**src/hw/rtl/dvrt_pkg.sv**
```systemverilog
// Package for the distance-vector route table: field types, codes and states.
// No dependencies.
`timescale 1ns / 1ps
package dvrt_pkg;

	typedef enum logic [1:0] {
		FUNC_UPDATE = 2'd0,
		FUNC_LOOKUP = 2'd1,
		FUNC_AGE    = 2'd2,
		FUNC_EXPORT = 2'd3
	} func_t;

	typedef enum logic [2:0] {
		ACT_UPDATE_DONE = 3'd0,
		ACT_DELIVER     = 3'd1,
		ACT_FORWARD     = 3'd2,
		ACT_TTL_EXCEED  = 3'd3,
		ACT_NO_ROUTE    = 3'd4,
		ACT_VECTOR      = 3'd5,
		ACT_TABLE_FULL  = 3'd6,
		ACT_AGE_DONE    = 3'd7
	} action_t;

	typedef enum logic [1:0] {
		CFG_OWN_ID       = 2'd0,
		CFG_AGE_LIMIT    = 2'd1,
		CFG_METRIC_LIMIT = 2'd2
	} cfg_idx_t;

	typedef enum logic [2:0] {
		ST_IDLE,
		ST_SCAN,
		ST_AGE,
		ST_EXPORT,
		ST_RESULT
	} state_t;

	typedef struct packed {
		logic [7:0]  dest;
		logic [4:0]  metric;
		logic [7:0]  hop_id;
		logic [31:0] hop_ipv4;
		logic [15:0] hop_port;
		logic [31:0] stamp;
	} route_t;

	typedef struct packed {
		logic [2:0]  action;
		logic [7:0]  entry_dest;
		logic [4:0]  entry_metric;
		logic [7:0]  hop_id;
		logic [31:0] hop_ipv4;
		logic [15:0] hop_port;
		logic [7:0]  ttl_out;
		logic        last_out;
	} result_t;

	typedef struct packed {
		logic [1:0]  func;
		logic [7:0]  dest_id;
		logic [4:0]  metric_in;
		logic [7:0]  neighbor_id;
		logic [31:0] neighbor_ipv4;
		logic [15:0] neighbor_port;
		logic [7:0]  ttl_in;
		logic [31:0] now_seconds;
		logic        last_in_vector;
	} request_t;

	// control from sequencer to each cell
	typedef struct packed {
		logic shift;    // rotate ring one place
		logic load;     // write new route into cell
		logic load_sel; // this cell is the load target (per cell use)
	} cell_ctl_t;

	localparam int CFG_W = 8;

endpackage

```
**src/hw/rtl/dvrt_cell.sv**
```systemverilog
// One route cell of the ring: holds a route and passes it to the next cell.
// Depends on dvrt_pkg.
`timescale 1ns / 1ps
module dvrt_cell (
	input  logic                clk,
	input  logic                shift,
	input  logic                load,
	input  dvrt_pkg::route_t    load_route,
	input  dvrt_pkg::route_t    prev_route,
	output dvrt_pkg::route_t    route
);
	import dvrt_pkg::*;

	route_t route_q;

	always_ff @(posedge clk) begin
		if (load) begin
			route_q <= load_route;
		end else if (shift) begin
			route_q <= prev_route;
		end
	end

	assign route = route_q;
endmodule

```
**config.mk**
```make
export PLATFORM = sky130hd
export DESIGN_NAME = dvrt_cell
export DESIGN_NICKNAME = d
export VERILOG_FILES = /design/src/hw/rtl/dvrt_pkg.sv /design/src/hw/rtl/dvrt_cell.sv
export SDC_FILE = /design/constraint.sdc
export NUM_CORES = 1
export LEC_CHECK = 0
export BUFFER_PORTS_ARGS = -buffer_cell sky130_fd_sc_hd__buf_2
export CAP_MARGIN = 20
export CORE_AREA = 5 5 115 117
export CTS_CLUSTER_DIAMETER = 150
export DETAILED_ROUTE_END_ITERATION = 16
export DIE_AREA = 0 0 120 122
export GPL_ROUTABILITY_DRIVEN = 0
export PLACE_DENSITY = 0.71
export SLEW_MARGIN = 20
export SYNTH_ARGS = -nofsm -noshare
export SYNTH_HDL_FRONTEND = slang
export SYNTH_SLANG_ARGS = --single-unit
```
**constraint.sdc**
```tcl
create_clock -name clk -period 2.6 [get_ports clk]
set_input_delay 0.26 -clock clk [delete_from_list [all_inputs] [get_ports clk]]
set_output_delay 0.26 -clock clk [all_outputs]
set_load 0.02 [all_outputs]
```
==> results of run 1 <==
==> metal layers <==
layer  track usage [%]  routed length (um)  up-vias
met2             27.05                6024      178
met4             6.586                 237        2
met5                 0                  13        -
li1                  -                   -     1461
met3             5.942                1242       17
met1             15.39                4003     1403
==> worst max path at each step <==
stage / from / end / slack (ps)
2_1_floorplan: load / route[0] / 370
3_3_place_gp: shift / route[34] / 1010
3_5_place_dp: load / route[35] / 1000
4_1_cts: load / route[35] / 1370
5_1_grt: load / route[35] / 1310
6_report: load / route[35] / 1360
==> report_power, final <==
group / leakage [nW] / internal, mW / switching, mW
clock network: 0.138 / 0.736 / 0.557
logic: 1.64 / 0.314 / 0.436
registers: 1.03 / 2.00 / 0.0423
==> area by class of cell <==
type                       instances  area, um^2  share of cell area, %
sequential                       101        3033                  48.70
multi-input combinational        102        1146                  18.40
tap                              150       187.7                  3.014
timing repair buffer             310        1579                  25.36
clock inverter                     5       52.55                 0.8439
clock buffer                      10       229.0                  3.677
==> per-stage QoR <==
stage | instance area (um^2) | worst slack, ps | cells | power [mW]
floorplan | 4288 | 367.7 | 214 | 2.486
CTS | 6227 | 1371 | 678 | 4.145
detailed placement | 5946 | 1000 | 663 | 2.838
global placement | 5946 | 1010 | 663 | 2.820
finish | 6227 | 1363 | 678 | 4.083
global route | 6227 | 1314 | 678 | 4.263
==> worst max-delay path, stage by stage <==
cell and delay (ps):
buf_4 90, buf_4 520, mux2_1 390
==> cells in the mapped netlist, drive strengths merged <==
library cell  instances  area, um^2
edfxtp              101        3033
or2                   1       6.260
buf                  11       111.4
mux2                101        1137
==> kinds of logic after synthesis <==
kind of cell	Yosys count
buffers and inverters	11
and+or+nand+nor	1
DFF	101
muxes	101
==> flow_summary_export.csv, run 1 <==
group,metric,value,unit
detailed_routing,firstDrtPassIters,4,
global_route,grt_antenna_before_repair,1,
cts,ctsRootBufferMaster,"clkbuf_16",
timing,max_freq,0.8081,GHz
logic_synthesis,synth_mux_area_share,26.52,%
timing,hold_ws,200.2,ps
timing,maxSlewHeadroom,55.44,%
timing,hold_viol,0,
logic_synthesis,ys_ff_latch,101,
critical_path,path_class,"primary input to flip-flop",
detailed_routing,ant_nets,0,
logic_synthesis,syn-instance-count,214,
cts,clk_path_buf_depth,2,
global_route,grt_pass1_vias,3254,
layout,final_cell_mix,"304 x buf_2, 101 x edfxtp_1, 79 x mux2_1",
global_route,grt_first_pass_wirelength,16.82,mm
detailed_routing,wl_per_cell,16.99,um
layout,area_growth,45.23,%
timing,post-route-period-util,47.60,%
layout,layout_commonest_cell,"buf_2",
global_route,grt_max_degree,53,
power,max-vdd-ir-drop,0.2720,mV
logic_synthesis,synth_fa_ha_area_share,0,%
detailed_routing,drt_wl_total,11.52,mm
critical_path,cp.arrival,1320,ps
logic_synthesis,synth_cell_types,6,
cts,cts_resized,0,
cts,cts.clk_slew.worst_paths,70,ps
logic_synthesis,syn_area_per_cell,20.04,um^2
die,core,12260,um^2
layout,diodes,0,
critical_path,end_kind,"flip-flop",
cts,htree_num_levels,3,
timing,fin_crit,1237,ps
die,rows,41,
die,io_pins,306,
status,status,"finished clean",
die,die_x,120,um
layout,final_layout_size_suffix_gt1_share,65.72,%
min_path,hold_start,"prev_route[74]",
layout,fin_util,50.79,%
die,initial_core_util,34.97,%
logic_synthesis,synth_area,4288,um^2
timing,slew_violations,0,
place,io_buffers,305,
logic_synthesis,yosys.area_share.simple,0.1459,%
detailed_routing,vias,3061,
global_route,grt_util_all_layers,15.00,%
run,drv_cap,0,
logic_synthesis,synth_xor_area_share,0,%
layout,largest_reg_flops,101,
timing,rsz0062_at_grt,"no",
power,power_density,655.7,nW/um^2
timing,timing.setup.tns,0,ps
detailed_routing,drt_iter0_drc,134,
place,dp_hpwl,9.245,mm
cts,cts_tree,"built",
min_path,worst_hold_path.endpoint,"route[74]",
logic_synthesis,synth_compound_area_share,0,%
die,die_h,122,um
power,leakagePower,2.804,nW
min_path,min_path_type,"primary input to flip-flop",
critical_path,start_kind,"primary input",
layout,nets,729,
die,die_area,14640,um^2
cts,ctsHoldBuffers,0,
detailed_routing,drcViolationCount,0,
logic_synthesis,ys_seq_area_share,70.73,%
timing,worst_pin_slew,668.4,ps
logic_synthesis,synth_top_family_by_area,"multiplexers",
cts,numClockSinks,101,
detailed_routing,via_per_inst,4.515,
cts,cts_buffers,9,
logic_synthesis,synth_nets,419,
critical_path,cp_max_fo,52,
timing,setup_violations,0,
global_route,gr-total-overflow,0,
layout,fill_cells,1082,
min_path,min_path_cells,2,
logic_synthesis,ys_warn_count,0,
critical_path,required,2680,ps
cts,post-cts-setup-buffers,0,
Power figures use the tool's default switching activity.
==> inputs of run 2 (changes only) <==
==> constraint.sdc (replaced) <==
create_clock -name clk -period 1.2 [get_ports clk]
set_input_delay 0.12 -clock clk [delete_from_list [all_inputs] [get_ports clk]]
set_output_delay 0.12 -clock clk [all_outputs]
set_load 0.02 [all_outputs]
==> run 2 against run 1 <==
Net effect:
- die area did not move
- cell count rose by 1.3%
- routed wire length grew 2.4%
- via count up 2.5%
- first-iteration DRC count decreased by 19%
- critical path depth decreased by 2
- largest power group unchanged
- highest routed layer is now met4
==> flow_summary_export.csv, run 2 (synthesis gave the netlist of run 1 again) <==
group,metric,value,unit
layout,final_layout_size_suffix_gt1_share,65.92,%
layout,design_area,6387,um^2
die,core,12260,um^2
global_route,grt_pass1_vias,3486,
layout,largest_reg_flops,101,
critical_path,path_cells,"buf_2",
detailed_routing,wl_per_cell,17.17,um
critical_path,cp.arrival,920,ps
die,die_x,120,um
power,leakagePower,2.885,nW
die,rows,41,
timing,rsz0062_at_grt,"no",
global_route,grt_max_degree,46,
die,io_pins,306,
cts,htree_num_levels,3,
critical_path,crit_family,"flip-flops",
critical_path,worst_path_largest_cell_delay,410,ps
global_route,grt_first_pass_wirelength,17.04,mm
power,max-vdd-ir-drop,0.7501,mV
run,drv_cap,0,
timing,setup_violations,0,
cts,cts.clk_slew.worst_paths,70,ps
layout,area_growth,48.96,%
critical_path,crit_buf_inv,1,
cts,post-cts-setup-buffers,0,
critical_path,start_kind,"flip-flop",
cts,ctsHoldBuffers,0,
critical_path,path_class,"flip-flop to primary output",
critical_path,crit_slowest_cell,"edfxtp_1",
detailed_routing,firstDrtPassIters,4,
detailed_routing,drt_iter0_drc,108,
cts,cts_tree,"built",
die,initial_core_util,34.97,%
detailed_routing,ant_nets,0,
timing,max_freq,0.9594,GHz
layout,layout_commonest_cell,"buf_2",
place,io_buffers,305,
place,dpl_cell_area,6081,um^2
detailed_routing,drcViolationCount,0,
timing,maxSlewHeadroom,83.27,%
critical_path,end_kind,"primary output",
timing,worst_pin_slew,250.9,ps
critical_path,required,1080,ps
layout,nets,737,
die,die_h,122,um
power,power_density,1424,nW/um^2
cts,cts_buffers,9,
cts,numClockSinks,101,
cts,clk_path_buf_depth,2,
die,die_area,14640,um^2
status,status,"finished clean",
place,placedCellCount,671,
cts,ctsRootBufferMaster,"clkbuf_16",
min_path,min_path_type,"primary input to flip-flop",
critical_path,cp_max_fo,1,
timing,post-route-period-util,86.86,%
place,dp_hpwl,9.698,mm
layout,diodes,0,
global_route,grt_antenna_before_repair,0,
timing,hold_viol,0,
detailed_routing,vias,3138,
global_route,grt_util_all_layers,15.26,%
timing,fin_crit,1042,ps
detailed_routing,via_per_inst,4.568,
timing,slew_violations,0,
detailed_routing,drt_wl_total,11.79,mm
global_route,gr-total-overflow,0,
layout,final_cell_mix,"304 x buf_2, 101 x edfxtp_1, 79 x mux2_1",
layout,final_cells,687,
cts,cts_resized,0,
run 2: changes by cell type in the layout (fill, tap and decap cells not counted):
cell	before	now
clkinvlp_4	1	0
clkinv_2	3	2
clkinv_1	0	2
buf_12	1	7
buf_4	5	7
bufinv_16	1	2
run 2: path summary, 6_finish.rpt:
kind	from	endpoint	slack, ps	cells after the start
min	prev_route[58]	route[58]	60	2
max	route[97]	route[97]	160	1
run 2: report_power, final:
group | internal (mW) | switching [mW] | total (mW)
combinational | 0.725 | 0.957 | 1.68
sequential | 4.33 | 0.100 | 4.43
clock | 1.81 | 1.17 | 2.98
run 2: layout make-up:
| type | instances | area, um^2 |
|---|---|---|
| clock buffer | 10 | 229.0 |
| clock inverter | 6 | 77.57 |
| fill | 1072 | 5873 |
| multi-input combinational | 102 | 1146 |
| sequential | 101 | 3033 |
| tap | 150 | 187.7 |
| timing repair buffer | 318 | 1714 |
run 2: through the flow:
step	power, mW	setup WS, ps	hold WS [ps]	setup TNS, ps	util (%)
floorplan	5.390	-347.7	320.9	-35120	-
global placement	6.177	39.35	401.5	0	49.60
detailed placement	6.220	11.40	406.5	0	49.60
CTS	9.229	115.7	42.48	0	52.10
global route	9.490	116.0	44.84	0	52.10
finish	9.093	157.7	61.93	0	52.10
run 2: per-layer routing:
layer | share of wire [%] | track usage [%] | vias to the layer above | routed length, um
met5 | 0 | 0 | - | 0
li1 | - | - | 1477 | -
met2 | 51 | 27.12 | 195 | 6057
met4 | 3.1 | 8.948 | 0 | 369
met3 | 9.8 | 5.292 | 25 | 1160
met1 | 36 | 15.55 | 1441 | 4206
